$ cat src/hdl/msfr_pkg.sv
`default_nettype none

package msfr_pkg;

  localparam int PAYLOAD_BYTES_DEF    = 32;
  localparam int HYSTERESIS_FLOOR_DEF = 4;
  localparam int CONTRAST_SHIFT_DEF   = 3;

  localparam logic [15:0] CRC_POLY       = 16'h1021;
  localparam logic [15:0] CRC_INIT       = 16'hFFFF;
  localparam logic [15:0] NOMINAL_RESET  = 16'd4096;

  localparam logic [3:0] REG_HALF_BIT     = 4'd0;
  localparam logic [3:0] REG_PREAMBLE     = 4'd1;
  localparam logic [3:0] REG_DECAY_SHIFT  = 4'd2;
  localparam logic [3:0] REG_START_BYTE   = 4'd3;
  localparam logic [3:0] REG_START_LIMIT  = 4'd4;
  localparam logic [3:0] REG_LOST_LIMIT   = 4'd5;
  localparam logic [3:0] REG_MIN_SWING    = 4'd6;
  localparam logic [3:0] REG_MIN_DELTA    = 4'd7;

  typedef enum logic [2:0] {
    KIND_BYTE      = 3'd0,
    KIND_GOOD      = 3'd1,
    KIND_CRC_FAIL  = 3'd2,
    KIND_LEN_ERR   = 3'd3,
    KIND_START_TO  = 3'd4,
    KIND_LOCK_LOST = 3'd5
  } kind_t;

  typedef enum logic [2:0] {
    PH_SEARCH, PH_START, PH_LENGTH, PH_PAYLOAD, PH_CRC_HI, PH_CRC_LO
  } phase_t;

  typedef enum logic [1:0] {LIGHT_UNKNOWN, LIGHT_LOW, LIGHT_HIGH} light_t;

  // Q8 to sample index, round half up, clipped to 0 .. 2^32-1
  function automatic logic [31:0] round_q8(input logic signed [41:0] v);
    logic signed [41:0] t;
    t = v + 42'sd128;
    if (v <= 42'sd0) return 32'd0;
    if (t[41:40] != 2'd0) return 32'hFFFF_FFFF;
    return t[39:8];
  endfunction

  function automatic logic [15:0] crc_byte(input logic [15:0] crc, input logic [7:0] b);
    logic [15:0] c;
    c = crc ^ {b, 8'd0};
    for (int i = 0; i < 8; i++) begin
      c = c[15] ? ({c[14:0], 1'b0} ^ CRC_POLY) : {c[14:0], 1'b0};
    end
    return c;
  endfunction

endpackage

`default_nettype wire

$ cat src/hdl/manchester_sample_frame_receiver_top.sv
`default_nettype none

// Manchester frame receiver for one light sensor: one converter sample per request on
// the input channel. Each sample runs through a five step sequencer (envelope update,
// level and edge detection, preamble or DPLL edge handling, scheduled half-bit decode,
// and, when the decode completes a bit, bit and byte parsing); a second sample is held
// in an input register meanwhile, and the input stalls while that register is full. A
// sample that ends a good frame also replays the payload store, one memory read and then
// one result per byte, then the frame-good result; the input stalls while these drain.
module manchester_sample_frame_receiver_top #(
  parameter int PAYLOAD_BYTES    = msfr_pkg::PAYLOAD_BYTES_DEF,
  parameter int HYSTERESIS_FLOOR = msfr_pkg::HYSTERESIS_FLOOR_DEF,
  parameter int CONTRAST_SHIFT   = msfr_pkg::CONTRAST_SHIFT_DEF
) (
  input  wire logic        clk,
  input  wire logic        rst_n,
  input  wire logic        in_valid,
  output logic             in_stall,
  input  wire logic [15:0] in_sample,
  output logic             out_valid,
  input  wire logic        out_stall,
  output logic [2:0]       out_kind,
  output logic [7:0]       out_data,
  output logic [15:0]      out_frame_crc,
  output logic             out_last,
  input  wire logic        cfg_valid,
  output logic             cfg_ready,
  input  wire logic [3:0]  cfg_index,
  input  wire logic [15:0] cfg_data
);

  localparam int AW = (PAYLOAD_BYTES > 1) ? $clog2(PAYLOAD_BYTES) : 1;
  localparam int PW = $clog2(PAYLOAD_BYTES + 1);
  localparam logic [PW-1:0] POS_FULL = PW'(PAYLOAD_BYTES);
  localparam logic [15:0] HYST_FLOOR = 16'(HYSTERESIS_FLOOR);

  typedef enum logic [3:0] {
    ST_IDLE, ST_ENV, ST_LVL, ST_EVT, ST_DEC, ST_BIT, ST_STAT, ST_FRD, ST_FOUT, ST_FEND
  } state_t;

  // configuration
  logic [5:0]  half_r;
  logic [7:0]  preamble_r, start_byte_r, start_limit_r, lost_limit_r;
  logic [3:0]  decay_r;
  logic [15:0] min_swing_r, min_delta_r;

  // receiver state
  state_t                state_r;
  logic [15:0]           buf_r, s_r;
  logic                  buf_valid_r;
  logic                  init_r, edge_r, rising_r, bit_val_r;
  logic [15:0]           strength_r;
  logic [31:0]           sample_counter_r;
  logic                  tracker_ready_r;
  logic signed [25:0]    low_env_r, high_env_r;
  msfr_pkg::light_t      light_r;
  logic [15:0]           contrast_r;
  msfr_pkg::phase_t      phase_r;
  logic                  search_started_r, search_prev_rising_r;
  logic [7:0]            search_edge_count_r;
  logic [31:0]           search_prev_at_r;
  logic [23:0]           search_period_r;
  logic signed [40:0]    bit_center_r;
  logic [15:0]           bit_period_r;
  logic signed [8:0]     phase_nudge_r;
  logic                  center_seen_r;
  logic [7:0]            missed_r;
  logic                  first_taken_r;
  logic [15:0]           first_sample_r;
  logic [7:0]            start_shift_r, start_bits_r, byte_shift_r;
  logic [2:0]            byte_cnt_r;
  logic [15:0]           crc_run_r, crc_rcv_r;
  logic [PW-1:0]         pos_r;
  logic [7:0]            flen_r;

  // result staging
  msfr_pkg::kind_t       em_kind_r;
  logic [7:0]            em_len_r;
  logic [15:0]           em_crc_r;
  logic [PW-1:0]         em_idx_r;
  logic [7:0]            mem_r [PAYLOAD_BYTES];
  logic [7:0]            mem_q_r;
  logic                  out_valid_r, out_last_r;
  msfr_pkg::kind_t       out_kind_r;
  logic [7:0]            out_data_r;
  logic [15:0]           out_crc_r;

  assign in_stall      = buf_valid_r;
  assign cfg_ready     = 1'b1;
  assign out_valid     = out_valid_r;
  assign out_kind      = out_kind_r;
  assign out_data      = out_data_r;
  assign out_frame_crc = out_crc_r;
  assign out_last      = out_last_r;

  logic out_free;
  assign out_free = !out_valid_r || !out_stall;

  // period limits
  logic [5:0]  h_eff;
  logic [6:0]  full_w;
  logic [15:0] nom_w, plo_w, phi_w;
  always_comb begin
    h_eff  = (half_r < 6'd2) ? 6'd2 : half_r;
    full_w = {h_eff, 1'b0};
    nom_w  = {1'b0, full_w, 8'd0};
    plo_w  = {1'b0, full_w - 7'd3, 8'd0};
    phi_w  = {({1'b0, full_w} + 8'd3), 8'd0};
  end

  // envelope update
  logic signed [25:0] sq_w, dl_w, dh_w, low_nxt, high_nxt;
  always_comb begin
    sq_w     = $signed({2'b00, s_r, 8'd0});
    dl_w     = sq_w - low_env_r;
    dh_w     = sq_w - high_env_r;
    low_nxt  = low_env_r + (dl_w >>> ((sq_w < low_env_r) ? 4'd2 : decay_r));
    high_nxt = high_env_r + (dh_w >>> ((sq_w > high_env_r) ? 4'd2 : decay_r));
  end

  // swing, midpoint and hysteresis
  logic [25:0]        env_diff_w;
  logic [15:0]        sw_w, hy_w;
  logic signed [27:0] mid_w, hyst_w, sq28_w;
  always_comb begin
    env_diff_w = 26'(high_env_r - low_env_r);
    sw_w   = (tracker_ready_r && high_env_r > low_env_r) ? env_diff_w[23:8] : 16'd0;
    mid_w  = (28'(low_env_r) + 28'(high_env_r)) >>> 1;
    hy_w   = ({3'b000, sw_w[15:3]} < HYST_FLOOR) ? HYST_FLOOR : {3'b000, sw_w[15:3]};
    hyst_w = $signed({4'b0000, hy_w, 8'd0});
    sq28_w = 28'(sq_w);
  end

  // preamble edge
  logic [31:0]        intv_w;
  logic [13:0]        stol_w;
  logic signed [33:0] serr_w, stol_s;
  logic               sgood_w, sreach_w;
  logic signed [41:0] sdp_w, sp_sum_w;
  logic [23:0]        sp_new_w;
  logic [7:0]         scount_w;
  logic [40:0]        bc_seed_w;
  logic [15:0]        bp_seed_w;
  always_comb begin
    intv_w   = sample_counter_r - search_prev_at_r;
    stol_w   = (search_period_r[23:10] < 14'd3) ? 14'd3 : search_period_r[23:10];
    stol_s   = $signed({20'd0, stol_w});
    serr_w   = $signed({2'b00, intv_w}) - $signed({18'd0, search_period_r[23:8]});
    sgood_w  = (rising_r != search_prev_rising_r) && serr_w >= -stol_s && serr_w <= stol_s;
    sdp_w    = $signed({2'b00, intv_w, 8'd0}) - $signed({18'd0, search_period_r});
    sp_sum_w = $signed({18'd0, search_period_r}) + (sdp_w >>> 2);
    if (sp_sum_w < 42'sd0) sp_new_w = 24'd0;
    else if (sp_sum_w > 42'sd16777215) sp_new_w = 24'hFF_FFFF;
    else sp_new_w = sp_sum_w[23:0];
    scount_w  = (search_edge_count_r < 8'hFF) ? search_edge_count_r + 8'd1 : 8'hFF;
    sreach_w  = scount_w >= preamble_r;
    bc_seed_w = {1'b0, sample_counter_r, 8'd0} + {17'd0, sp_new_w};
    if (sp_new_w < {8'd0, plo_w}) bp_seed_w = plo_w;
    else if (sp_new_w > {8'd0, phi_w}) bp_seed_w = phi_w;
    else bp_seed_w = sp_new_w[15:0];
  end

  // DPLL edge
  logic [31:0]        pdiff_w;
  logic signed [31:0] perr_w, ptol_s;
  logic [5:0]         ptol_w;
  logic               pwithin_w;
  logic signed [8:0]  pnudge_w;
  logic signed [19:0] pbp_w;
  logic [15:0]        pbp_new_w;
  always_comb begin
    pdiff_w   = sample_counter_r - msfr_pkg::round_q8(42'(bit_center_r));
    perr_w    = $signed(pdiff_w);
    ptol_w    = (bit_period_r[15:10] < 6'd3) ? 6'd3 : bit_period_r[15:10];
    ptol_s    = $signed({26'd0, ptol_w});
    pwithin_w = perr_w >= -ptol_s && perr_w <= ptol_s;
    if (perr_w > 32'sd2) pnudge_w = 9'sd128;
    else if (perr_w < -32'sd2) pnudge_w = -9'sd128;
    else pnudge_w = $signed({perr_w[2:0], 6'd0});
    pbp_w = $signed({4'd0, bit_period_r}) + $signed({perr_w[16:0], 3'b000});
    if (pbp_w < $signed({4'd0, plo_w})) pbp_new_w = plo_w;
    else if (pbp_w > $signed({4'd0, phi_w})) pbp_new_w = phi_w;
    else pbp_new_w = pbp_w[15:0];
  end

  // scheduled decode
  logic [31:0]        first_at_w, second_at_w;
  logic               fcond_w, ft_w, scond_w;
  logic [15:0]        fs_w, strength_w, adapt_w, thr_w, str_eff_w;
  logic signed [16:0] delta_w;
  logic [31:0]        div_c_w, div_s_w;
  always_comb begin
    first_at_w  = msfr_pkg::round_q8(42'(bit_center_r) - 42'(bit_period_r[15:2]));
    second_at_w = msfr_pkg::round_q8(42'(bit_center_r) + 42'(bit_period_r[15:2]));
    fcond_w     = !first_taken_r && sample_counter_r >= first_at_w;
    ft_w        = first_taken_r || fcond_w;
    fs_w        = fcond_w ? s_r : first_sample_r;
    scond_w     = ft_w && sample_counter_r >= second_at_w;
    delta_w     = $signed({1'b0, s_r}) - $signed({1'b0, fs_w});
    strength_w  = delta_w[16] ? 16'(-delta_w) : delta_w[15:0];
    // divide by three (contrast) or six (swing) through the reciprocal, exact for 16-bit operands
    div_c_w     = contrast_r * 32'd43691;
    div_s_w     = sw_w * 32'd43691;
    adapt_w     = (contrast_r != 16'd0) ? {1'b0, div_c_w[31:17]} : {2'b00, div_s_w[31:18]};
    thr_w       = (adapt_w > min_delta_r) ? adapt_w : min_delta_r;
    str_eff_w   = (strength_w < thr_w) ? thr_w : strength_w;
  end

  // bit and byte parsing
  logic               rs_w, emit_w, mem_we_w;
  msfr_pkg::kind_t    ev_kind_w;
  logic [15:0]        contrast_new_w;
  logic signed [16:0] cdiff_w;
  logic [7:0]         ss_w, bs_w;
  logic [8:0]         sbits_w, missed_w;
  logic [PW-1:0]      pos_inc_w;
  logic [15:0]        crc_next_w, rcv_full_w;
  always_comb begin
    cdiff_w        = $signed({1'b0, strength_r}) - $signed({1'b0, contrast_r});
    contrast_new_w = (contrast_r == 16'd0) ? strength_r
                   : 16'($signed({1'b0, contrast_r}) + (cdiff_w >>> CONTRAST_SHIFT));
    ss_w       = {start_shift_r[6:0], bit_val_r};
    bs_w       = {byte_shift_r[6:0], bit_val_r};
    sbits_w    = {1'b0, start_bits_r} + 9'd1;
    missed_w   = {1'b0, missed_r} + 9'd1;
    pos_inc_w  = pos_r + PW'(1);
    crc_next_w = msfr_pkg::crc_byte(crc_run_r, bs_w);
    rcv_full_w = {crc_rcv_r[15:8], bs_w};
    rs_w       = 1'b0;
    emit_w     = 1'b0;
    mem_we_w   = 1'b0;
    ev_kind_w  = msfr_pkg::KIND_LOCK_LOST;
    if (phase_r == msfr_pkg::PH_START) begin
      if (ss_w != start_byte_r && sbits_w > {1'b0, start_limit_r}) begin
        rs_w = 1'b1; emit_w = 1'b1; ev_kind_w = msfr_pkg::KIND_START_TO;
      end
    end else if (byte_cnt_r == 3'd7) begin
      case (phase_r)
        msfr_pkg::PH_PAYLOAD: begin
          if (pos_r >= POS_FULL) begin
            rs_w = 1'b1; emit_w = 1'b1; ev_kind_w = msfr_pkg::KIND_LEN_ERR;
          end else begin
            mem_we_w = 1'b1;
          end
        end
        msfr_pkg::PH_CRC_LO: begin
          rs_w = 1'b1; emit_w = 1'b1;
          ev_kind_w = (rcv_full_w == crc_run_r) ? msfr_pkg::KIND_GOOD : msfr_pkg::KIND_CRC_FAIL;
        end
        default: ;
      endcase
    end
    if (!rs_w && !center_seen_r && missed_w > {1'b0, lost_limit_r}) begin
      rs_w = 1'b1; emit_w = 1'b1; ev_kind_w = msfr_pkg::KIND_LOCK_LOST;
    end
  end

  always_ff @(posedge clk) begin
    if (!rst_n) begin
      half_r <= 6'd8; preamble_r <= 8'd12; decay_r <= 4'd5; start_byte_r <= 8'd213;
      start_limit_r <= 8'd64; lost_limit_r <= 8'd8; min_swing_r <= 16'd32;
      min_delta_r <= 16'd8;
    end else if (cfg_valid && cfg_ready) begin
      unique case (cfg_index)
        msfr_pkg::REG_HALF_BIT:    half_r        <= cfg_data[5:0];
        msfr_pkg::REG_PREAMBLE:    preamble_r    <= cfg_data[7:0];
        msfr_pkg::REG_DECAY_SHIFT: decay_r       <= cfg_data[3:0];
        msfr_pkg::REG_START_BYTE:  start_byte_r  <= cfg_data[7:0];
        msfr_pkg::REG_START_LIMIT: start_limit_r <= cfg_data[7:0];
        msfr_pkg::REG_LOST_LIMIT:  lost_limit_r  <= cfg_data[7:0];
        msfr_pkg::REG_MIN_SWING:   min_swing_r   <= cfg_data;
        msfr_pkg::REG_MIN_DELTA:   min_delta_r   <= cfg_data;
        default: ;
      endcase
    end
  end

  always_ff @(posedge clk) begin
    if (mem_we_w && state_r == ST_BIT) mem_r[pos_r[AW-1:0]] <= bs_w;
    if (state_r == ST_FRD) mem_q_r <= mem_r[em_idx_r[AW-1:0]];
  end

  always_ff @(posedge clk) begin
    if (!rst_n) begin
      state_r <= ST_IDLE; buf_valid_r <= 1'b0; out_valid_r <= 1'b0;
      sample_counter_r <= 32'd0; tracker_ready_r <= 1'b0;
      low_env_r <= 26'sd0; high_env_r <= 26'sd0; light_r <= msfr_pkg::LIGHT_UNKNOWN;
      contrast_r <= 16'd0; init_r <= 1'b0; edge_r <= 1'b0;
      phase_r <= msfr_pkg::PH_SEARCH; search_started_r <= 1'b0;
      search_prev_rising_r <= 1'b0; search_edge_count_r <= 8'd0;
      search_prev_at_r <= 32'd0; search_period_r <= {8'd0, msfr_pkg::NOMINAL_RESET};
      bit_center_r <= 41'sd0; bit_period_r <= msfr_pkg::NOMINAL_RESET;
      phase_nudge_r <= 9'sd0; center_seen_r <= 1'b0; missed_r <= 8'd0;
      first_taken_r <= 1'b0; first_sample_r <= 16'd0;
      start_shift_r <= 8'd0; start_bits_r <= 8'd0; byte_shift_r <= 8'd0;
      byte_cnt_r <= 3'd0; crc_run_r <= msfr_pkg::CRC_INIT; crc_rcv_r <= 16'd0;
      pos_r <= '0; flen_r <= 8'd0;
    end else begin
      if (in_valid && !in_stall) begin
        buf_r <= in_sample;
        buf_valid_r <= 1'b1;
      end
      if (out_valid_r && !out_stall) out_valid_r <= 1'b0;

      unique case (state_r)
        ST_IDLE: begin
          if (buf_valid_r) begin
            s_r <= buf_r;
            buf_valid_r <= 1'b0;
            state_r <= ST_ENV;
          end
        end
        ST_ENV: begin
          init_r <= !tracker_ready_r;
          if (!tracker_ready_r) begin
            tracker_ready_r <= 1'b1;
            low_env_r <= sq_w;
            high_env_r <= sq_w;
            light_r <= msfr_pkg::LIGHT_UNKNOWN;
          end else begin
            low_env_r <= low_nxt;
            high_env_r <= high_nxt;
          end
          state_r <= ST_LVL;
        end
        ST_LVL: begin
          edge_r <= 1'b0;
          if (!init_r) begin
            if (sw_w < min_swing_r) begin
              light_r <= msfr_pkg::LIGHT_UNKNOWN;
            end else if (light_r == msfr_pkg::LIGHT_UNKNOWN) begin
              light_r <= (sq28_w >= mid_w) ? msfr_pkg::LIGHT_HIGH : msfr_pkg::LIGHT_LOW;
            end else if (light_r == msfr_pkg::LIGHT_LOW && sq28_w > mid_w + hyst_w) begin
              light_r <= msfr_pkg::LIGHT_HIGH; edge_r <= 1'b1; rising_r <= 1'b1;
            end else if (light_r == msfr_pkg::LIGHT_HIGH && sq28_w < mid_w - hyst_w) begin
              light_r <= msfr_pkg::LIGHT_LOW; edge_r <= 1'b1; rising_r <= 1'b0;
            end
          end
          state_r <= ST_EVT;
        end
        ST_EVT: begin
          if (edge_r && phase_r == msfr_pkg::PH_SEARCH) begin
            search_prev_rising_r <= rising_r;
            search_prev_at_r <= sample_counter_r;
            if (!search_started_r || !sgood_w) begin
              search_started_r <= 1'b1;
              search_edge_count_r <= 8'd1;
              search_period_r <= {8'd0, nom_w};
            end else begin
              search_period_r <= sp_new_w;
              search_edge_count_r <= scount_w;
              if (sreach_w) begin
                // lock: seed the DPLL and start hunting the start byte
                phase_r <= msfr_pkg::PH_START;
                start_shift_r <= 8'd0; start_bits_r <= 8'd0; byte_shift_r <= 8'd0;
                byte_cnt_r <= 3'd0; crc_run_r <= msfr_pkg::CRC_INIT; crc_rcv_r <= 16'd0;
                pos_r <= '0; flen_r <= 8'd0;
                bit_center_r <= $signed(bc_seed_w);
                bit_period_r <= bp_seed_w;
                phase_nudge_r <= 9'sd0; center_seen_r <= 1'b0; missed_r <= 8'd0;
                first_taken_r <= 1'b0;
              end
            end
          end else if (edge_r && pwithin_w) begin
            phase_nudge_r <= pnudge_w;
            bit_period_r <= pbp_new_w;
            center_seen_r <= 1'b1;
          end
          state_r <= ST_DEC;
        end
        ST_DEC: begin
          if (phase_r != msfr_pkg::PH_SEARCH) begin
            first_taken_r <= ft_w;
            first_sample_r <= fs_w;
          end
          bit_val_r <= delta_w > 17'sd0;
          strength_r <= str_eff_w;
          if (phase_r != msfr_pkg::PH_SEARCH && scond_w) begin
            state_r <= ST_BIT;
          end else begin
            sample_counter_r <= sample_counter_r + 32'd1;
            state_r <= ST_IDLE;
          end
        end
        ST_BIT: begin
          sample_counter_r <= sample_counter_r + 32'd1;
          contrast_r <= contrast_new_w;
          if (phase_r == msfr_pkg::PH_START) begin
            start_shift_r <= ss_w;
            start_bits_r <= sbits_w[7:0];
            if (ss_w == start_byte_r) begin
              phase_r <= msfr_pkg::PH_LENGTH;
              byte_shift_r <= 8'd0; byte_cnt_r <= 3'd0; crc_run_r <= msfr_pkg::CRC_INIT;
              crc_rcv_r <= 16'd0; pos_r <= '0; flen_r <= 8'd0;
            end
          end else if (byte_cnt_r != 3'd7) begin
            byte_shift_r <= bs_w;
            byte_cnt_r <= byte_cnt_r + 3'd1;
          end else begin
            byte_shift_r <= 8'd0;
            byte_cnt_r <= 3'd0;
            case (phase_r)
              msfr_pkg::PH_LENGTH: begin
                flen_r <= bs_w;
                pos_r <= '0;
                crc_run_r <= msfr_pkg::crc_byte(msfr_pkg::CRC_INIT, bs_w);
                phase_r <= (bs_w == 8'd0) ? msfr_pkg::PH_CRC_HI : msfr_pkg::PH_PAYLOAD;
              end
              msfr_pkg::PH_PAYLOAD: begin
                pos_r <= pos_inc_w;
                crc_run_r <= crc_next_w;
                if (8'(pos_inc_w) >= flen_r) phase_r <= msfr_pkg::PH_CRC_HI;
              end
              msfr_pkg::PH_CRC_HI: begin
                crc_rcv_r <= {bs_w, 8'd0};
                phase_r <= msfr_pkg::PH_CRC_LO;
              end
              default: ;
            endcase
          end
          if (center_seen_r) missed_r <= 8'd0;
          else missed_r <= missed_w[7:0];
          bit_center_r <= bit_center_r + $signed({25'd0, bit_period_r})
                        + 41'(phase_nudge_r);
          phase_nudge_r <= 9'sd0;
          center_seen_r <= 1'b0;
          first_taken_r <= 1'b0;

          em_kind_r <= ev_kind_w;
          em_len_r <= flen_r;
          em_crc_r <= (ev_kind_w == msfr_pkg::KIND_GOOD ||
                       ev_kind_w == msfr_pkg::KIND_CRC_FAIL) ? rcv_full_w : 16'd0;
          em_idx_r <= '0;
          if (!emit_w) state_r <= ST_IDLE;
          else if (ev_kind_w != msfr_pkg::KIND_GOOD) state_r <= ST_STAT;
          else if (flen_r == 8'd0) state_r <= ST_FEND;
          else state_r <= ST_FRD;

          if (rs_w) begin
            if (ev_kind_w == msfr_pkg::KIND_LOCK_LOST) contrast_r <= 16'd0;
            phase_r <= msfr_pkg::PH_SEARCH; search_started_r <= 1'b0;
            search_prev_rising_r <= 1'b0; search_edge_count_r <= 8'd0;
            search_prev_at_r <= 32'd0; search_period_r <= {8'd0, nom_w};
            bit_center_r <= 41'sd0; bit_period_r <= nom_w; phase_nudge_r <= 9'sd0;
            center_seen_r <= 1'b0; missed_r <= 8'd0; first_taken_r <= 1'b0;
            first_sample_r <= 16'd0; start_shift_r <= 8'd0; start_bits_r <= 8'd0;
            byte_shift_r <= 8'd0; byte_cnt_r <= 3'd0; crc_run_r <= msfr_pkg::CRC_INIT;
            crc_rcv_r <= 16'd0; pos_r <= '0; flen_r <= 8'd0;
          end
        end
        ST_STAT: begin
          if (out_free) begin
            out_valid_r <= 1'b1; out_kind_r <= em_kind_r; out_data_r <= 8'd0;
            out_crc_r <= em_crc_r; out_last_r <= 1'b1;
            state_r <= ST_IDLE;
          end
        end
        ST_FRD: state_r <= ST_FOUT;
        ST_FOUT: begin
          if (out_free) begin
            out_valid_r <= 1'b1; out_kind_r <= msfr_pkg::KIND_BYTE; out_data_r <= mem_q_r;
            out_crc_r <= 16'd0; out_last_r <= 1'b0;
            em_idx_r <= em_idx_r + PW'(1);
            state_r <= (8'(em_idx_r) + 8'd1 < em_len_r) ? ST_FRD : ST_FEND;
          end
        end
        ST_FEND: begin
          if (out_free) begin
            out_valid_r <= 1'b1; out_kind_r <= msfr_pkg::KIND_GOOD; out_data_r <= em_len_r;
            out_crc_r <= em_crc_r; out_last_r <= 1'b1;
            state_r <= ST_IDLE;
          end
        end
        default: state_r <= ST_IDLE;
      endcase
    end
  end

`ifndef NO_ASSERTIONS
  a_replay_after_frame: assert property (@(posedge clk) disable iff (!rst_n)
    (state_r == ST_FOUT) |-> (phase_r == msfr_pkg::PH_SEARCH))
    else $error("payload replay while a frame is still being parsed");
  a_count_per_bit: assert property (@(posedge clk) disable iff (!rst_n)
    (state_r == ST_BIT) |=> (sample_counter_r == $past(sample_counter_r) + 32'd1))
    else $error("sample counter did not advance on a decoded bit");
  a_frame_end: assert property (@(posedge clk) disable iff (!rst_n)
    (state_r == ST_FEND && out_free) |=>
      (out_valid_r && out_last_r && out_kind_r == msfr_pkg::KIND_GOOD))
    else $error("frame end result missing");
`endif

endmodule

`default_nettype wire

$ cat config.mk
export PLATFORM = sky130hd
export DESIGN_NAME = manchester_sample_frame_receiver_top
export DESIGN_NICKNAME = d
export VERILOG_FILES = /design/src/hdl/msfr_pkg.sv /design/src/hdl/manchester_sample_frame_receiver_top.sv
export SDC_FILE = /design/constraint.sdc
export NUM_CORES = 2
export LEC_CHECK = 0
export BUFFER_PORTS_ARGS = -buffer_cell sky130_fd_sc_hd__clkbuf_2
export CORE_UTILIZATION = 55
export DETAILED_ROUTE_END_ITERATION = 10
export PLACE_DENSITY = 0.71
export SLEW_MARGIN = 20
export SYNTH_ARGS = -nofsm -noshare
export SYNTH_HDL_FRONTEND = slang
export SYNTH_SLANG_ARGS = --single-unit
export TNS_END_PERCENT = 50
$ cat constraint.sdc
create_clock -name clk -period 30.3 [get_ports clk]
set_input_delay 6.06 -clock clk [delete_from_list [all_inputs] [get_ports clk]]
set_output_delay 6.06 -clock clk [all_outputs]
set_load 0.01 [all_outputs]
======== Word level (Yosys, flattened, before mapping) ========
Memory sizes are Yosys's and may differ from the RTL's. A register that Yosys moved wholly into a read port is not among the register bits.
Cells that the tools add are included.
Widths: inputs -> output; s select.
word-level totals
  bits in registers ....................... 480
  bits in writable memories ............... 256
  input bits .............................. 41
  output and inout port bits .............. 31
  word-level logic and storage cells ...... 517
  memories ................................ 1
memory list
  name   words  width  rd ports  clocked after Yosys merged registers in  wr ports  RTL line                                    RTL
  mem_r  32     8      1         1                                        1         manchester_sample_frame_receiver_top.sv:81  logic [7:0] mem_r [PAYLOAD_BYTES];
operators by class
  add/sub/neg operators ................... 35
  $lt $le $gt $ge ......................... 36
  eq/ne operators ......................... 57
  shifts and indexed selects .............. 2
  mux-type cells .......................... 234
  bitwise logic cells ..................... 21
  reductions and logical operators ........ 81
operators with widths
  kind                   count
  $mux 16                30
  $mux 32                15
  $mux 13                17
  $pmux 16 s2            6
  $mux 41                4
  $mux 8                 19
  $pmux 32 s2            2
  $mux 24                5
  $ge 32x32->1           3
  $add 42x9->42 const B  2
  $le 42x1->1 const B    2
  $pmux 41 s2            1
  $mux 3                 24
  $pmux 8 s2             4
  $sub 32x32->32         2
  $mux 6                 10
  $mux 9                 6
  $add 26x26->26         2
  $mux 26                2
  $sshr 26x4->26         2
  $sub 25x26->26         2
  $not 3->3              16
  $pmux 24 s2            1
  $mux 1                 45
  other kinds (111)      244

======== Longest topological paths before layout ========
  depth in word-level cells ............... 22
  gate-level depth with buffers ........... 59
  mapped depth without buffers ............ 56

======== Least setup slack after synthesis ========
Ideal clock, no wire load.
  kind .................................... register to register
  start ................................... register bit_center_r[0]
  end ..................................... register bit_val_r (data pin)
  library setup time ...................... 0.261 ns
  data arrival time ....................... 10.784 ns
  required time ........................... 30.039 ns
  setup slack ............................. 19.255 ns
  stages on the path, launching flop included .. 59
  buffers on the path ..................... 2
  period minus slack after synthesis ...... 11.045 ns
  path through ............................ dfxtp_1 inv_1 ha_1 fa_1 nor2b_1 o21ai_0 a21boi_0 o21ai_0 a21boi_0 o21ai_0 a21oi_1 o21ai_0 a21oi_1 xor2_1 nand3_1 nor4_1 nor4b_1 nand3_1 [23 not listed] fa_1 a21o_1 a21oi_1 o21ai_0 a21oi_1 o21ai_0 a21oi_1 o21ai_0 a21oi_1 o21ai_0 a21oi_1 o21bai_1 a21oi_1 nor2b_1 o21ai_0 o21ai_0 a22oi_1 o32a_1
on the way
  longest elaborated chain between the ends .. 12
  elaborated cells between the ends (all ways) .. 15
  classes of those cells .................. add/sub: 3; order compare: 3; mux: 7; reduce/logical: 2
RTL lines
  element                 RTL line                                     RTL
  from (decl)             manchester_sample_frame_receiver_top.sv:63   logic signed [40:0] bit_center_r;
  from (signal assigned)  manchester_sample_frame_receiver_top.sv:358  bit_center_r <= $signed(bc_seed_w);
  from (signal assigned)  manchester_sample_frame_receiver_top.sv:423  bit_center_r <= bit_center_r + $signed({25'd0, bit_period_r})
  $sub 41x15->42 *        manchester_sample_frame_receiver_top.sv:193  first_at_w = msfr_pkg::round_q8(42'(bit_center_r) - 42'(bit_period_r[15:2]));
  $add 42x9->42           msfr_pkg.sv:40                               t = v + 42'sd128;
  $reduce_bool 2->1       msfr_pkg.sv:42                               if (t[41:40] != 2'd0) return 32'hFFFF_FFFF;
  $mux 1 (2 in a row)     msfr_pkg.sv:42
  $mux 32                 msfr_pkg.sv:43                               return t[39:8];
  $mux 32 *               msfr_pkg.sv:42
  $ge 32x32->1 *          manchester_sample_frame_receiver_top.sv:195  fcond_w = !first_taken_r && sample_counter_r >= first_at_w;
  $logic_and 1x1->1 *     manchester_sample_frame_receiver_top.sv:195
  $mux 16 *               manchester_sample_frame_receiver_top.sv:197  fs_w = fcond_w ? s_r : first_sample_r;
  $sub 16x16->17 *        manchester_sample_frame_receiver_top.sv:199  delta_w = $signed({1'b0, s_r}) - $signed({1'b0, fs_w});
  $gt 17x1->1 *           manchester_sample_frame_receiver_top.sv:376  bit_val_r <= delta_w > 17'sd0;
  to (signal assigned)    manchester_sample_frame_receiver_top.sv:376
  to (decl)               manchester_sample_frame_receiver_top.sv:51   logic init_r, edge_r, rising_r, bit_val_r;
Mark *: on every way between the ends. The rest lies on a longest branch, timed or not. The select of a mux whose other input is x is not followed.
A chain may end at the register's enable or synchronous reset.

======== Worst setup path after layout ========
Ends and elaborated chain as after synthesis.

==> impl_metrics.yaml <==
global_route:
  antenna_found_initial: 5
  grt_pass1_wl_mm: 324
  overflow: 0
  grt_use_total: 0.342
  grt_pass1_vias: 55505
  grt_max_degree: 148
logic_synthesis:
  ys_warn_count: 0
  ys_top_cells_by_area: "edfxtp_1, ha_1, dfxtp_1"
  avgSynthCellArea_um2: 8.43
  ys_seq_elements: 730
  synth_cell_type_count: 104
  synth_edf_count: 359
  synth_cells: 7718
  seq_area_frac_synth: 0.280
  yosysTopAreaCell: "edfxtp_1"
  netlist.area_leader.share: 0.166
  async_flop_share: 0
  synth-main-ff-cell: "dfxtp_1"
  syn_area_um2: 65000
clock_network:
  cts_tree: "built"
  clock-sinks: 730
  clock-root-buffer: "clkbuf_16"
  cts_resized: 0
  ctsHtreeMaxLevel: 3
  postCtsHoldBufs: 0
  path_clk_slew_ps: 70
  max-clock-path-buffers: 3
  cts_setup_buffers: 0
  cts_buffers: 84
  clk_latency_ps: 730
place:
  place_congestion: 1.00
  dpl.hpwl_mm: 159
  numPortBuffers: 70
critical_path:
  slowest_delay_ps: 580
  cp_max_fo: 32
  cp_data_arrival_time_ps: 13080
  path_delay_family: "compound AO/OA/AOI/OAI gates"
  cp_slowest_cell: "nor4_1"
  crit_required_ps: 30720
  cp_num_buf_inv: 6
  startpoint_type: "register"
  worstSetupEndpointType: "register"
  path_class: "reg2reg"
cells_and_area:
  final_common_cell: "ha_1"
  drive_above_1_share: 0.0698
  n_fill_cell: 10283
  synthToLayoutAreaGrowth_pct: 7.52
  fin_util: 0.599
  nets: 8407
  final_cell_mix: "ha_1, nor2_1, a21oi_1, nand2_1, o21ai_0"
die:
  dieArea_um2: 120000
  die-height_um: 346
  core-area_um2: 117000
  initial_utilization: 0.558
  rows: 125
  die_x_um: 346
  ios: 72
timing:
  setup_violations: 0
  drv_slew: 0
  relSlewSlack: 0.214
  max_freq_mhz: 79.0
  tns_ps: 0
  grt_setup_unrepaired: "false"
  worstMarginPinSlew_ps: 1150
  hold_violations: 0
  fin_crit_sh: 0.418
  skew_ps: 110
  fin_crit_ps: 12660
run_status:
  status: "complete, no violations"
drt:
  drtPass1Iterations: 8
  finalWirelength_mm: 211
  vias: 59140
  post-route-drc-count: 0
  viasPerCell: 6.40
  drtAntennaViolNets: 0
  wl_per_cell_um: 22.8
  drt_iter0_markers: 6367
hold_path:
  hold_path.class: "reg2reg"
job:
  drv_cap: 0
pwr:
  leakage_uw: 0.0290
  p_per_area_nw_per_um2: 38.5
  peakVddDrop_mv: 0.0843
path summary, 6_finish.rpt:
path / start / end / slack (ps) / depth (start not counted)
worst max-delay path: bit_center_r[0] / bit_val_r / 17640 / 60
worst min-delay path: buf_r[1] / s_r[1] / 420 / 0
worst max register to register: bit_center_r[0] / bit_val_r / 17640 / 60
worst min register to register: buf_r[1] / s_r[1] / 420 / 0
power breakdown:
part	switching [µW]	internal, µW
combinational	330	211
sequential	10.7	1030
clock	474	631
total	815	1880
cells in the mapped netlist (all sizes together), types with 34 or more instances:
library cell,number
edfxtp,359
xnor2,368
inv,429
buf,34
mux2i,188
and3,70
ha,702
xor2,207
a21oi,608
nor2,657
nand4,134
or3,65
or2,45
nand3,236
o21a,88
nand2,573
a22oi,51
a31oi,82
o21bai,47
a211oi,84
nor2b,120
mux4,81
o211ai,50
nor3,211
dfxtp,371
and2,122
nor4,86
o21ai,529
a21o,179
nand2b,102
clkbuf,329
per-layer routing:
metal  vias to the layer above  GRT usage  part of all wire
li1                      28043          -                 -
met5                         -          0          0.000062
met3                       424     0.0633             0.092
met4                         2      0.120             0.036
met2                      2460      0.535              0.44
met1                     28211      0.472              0.43
cells by family (layout without fill, tap and decap cells):
family	Yosys count	after routing	share of synthesized area
buffers and inverters	792	767	0.0459
adders and majority gates	728	728	0.143
other	2	23	0.000115
DFF	730	730	0.280
xor gates and xnor gates	575	575	0.0774
AOI/OAI and AO/OA	2043	2043	0.198
muxes	290	290	0.0606
and+or+nand+nor	2558	2558	0.195
sequential cells by signal (all words and copies together), names as in the netlist, 24 cells and up:
signal,cells
high_env_r,26
sample_counter_r,32
low_env_r,26
search_period_r,24
mem_r,256
bit_center_r,41
search_prev_at_r,32
metrics by stage:
step	setup WS (ps)	hold slack (ps)	power (µW)	instances	cell area (µm²)
6_report	17640	417	2690	9238	69900
5_1_grt	16800	425	2790	9235	69900
4_1_cts	17760	417	2680	9235	69900
3_5_place_dp	17810	405	1590	9077	67000
3_3_place_gp	17880	403	1580	9076	67000
2_1_floorplan	19250	400	1460	7736	65100
layout make-up:
cell class                 instances  area (µm²)  share of cell area
multi-input combinational       6214       44100               0.630
sequential                       730       18200               0.260
clock buffer                      99        2190              0.0313
tap                             1524        1910              0.0273
inverter                         429        1620              0.0231
timing repair buffer             180        1190              0.0170
clock inverter                    59         756              0.0108
antenna                            3        7.51            0.000107
Note: power is estimated with default switching activity, not from simulation.
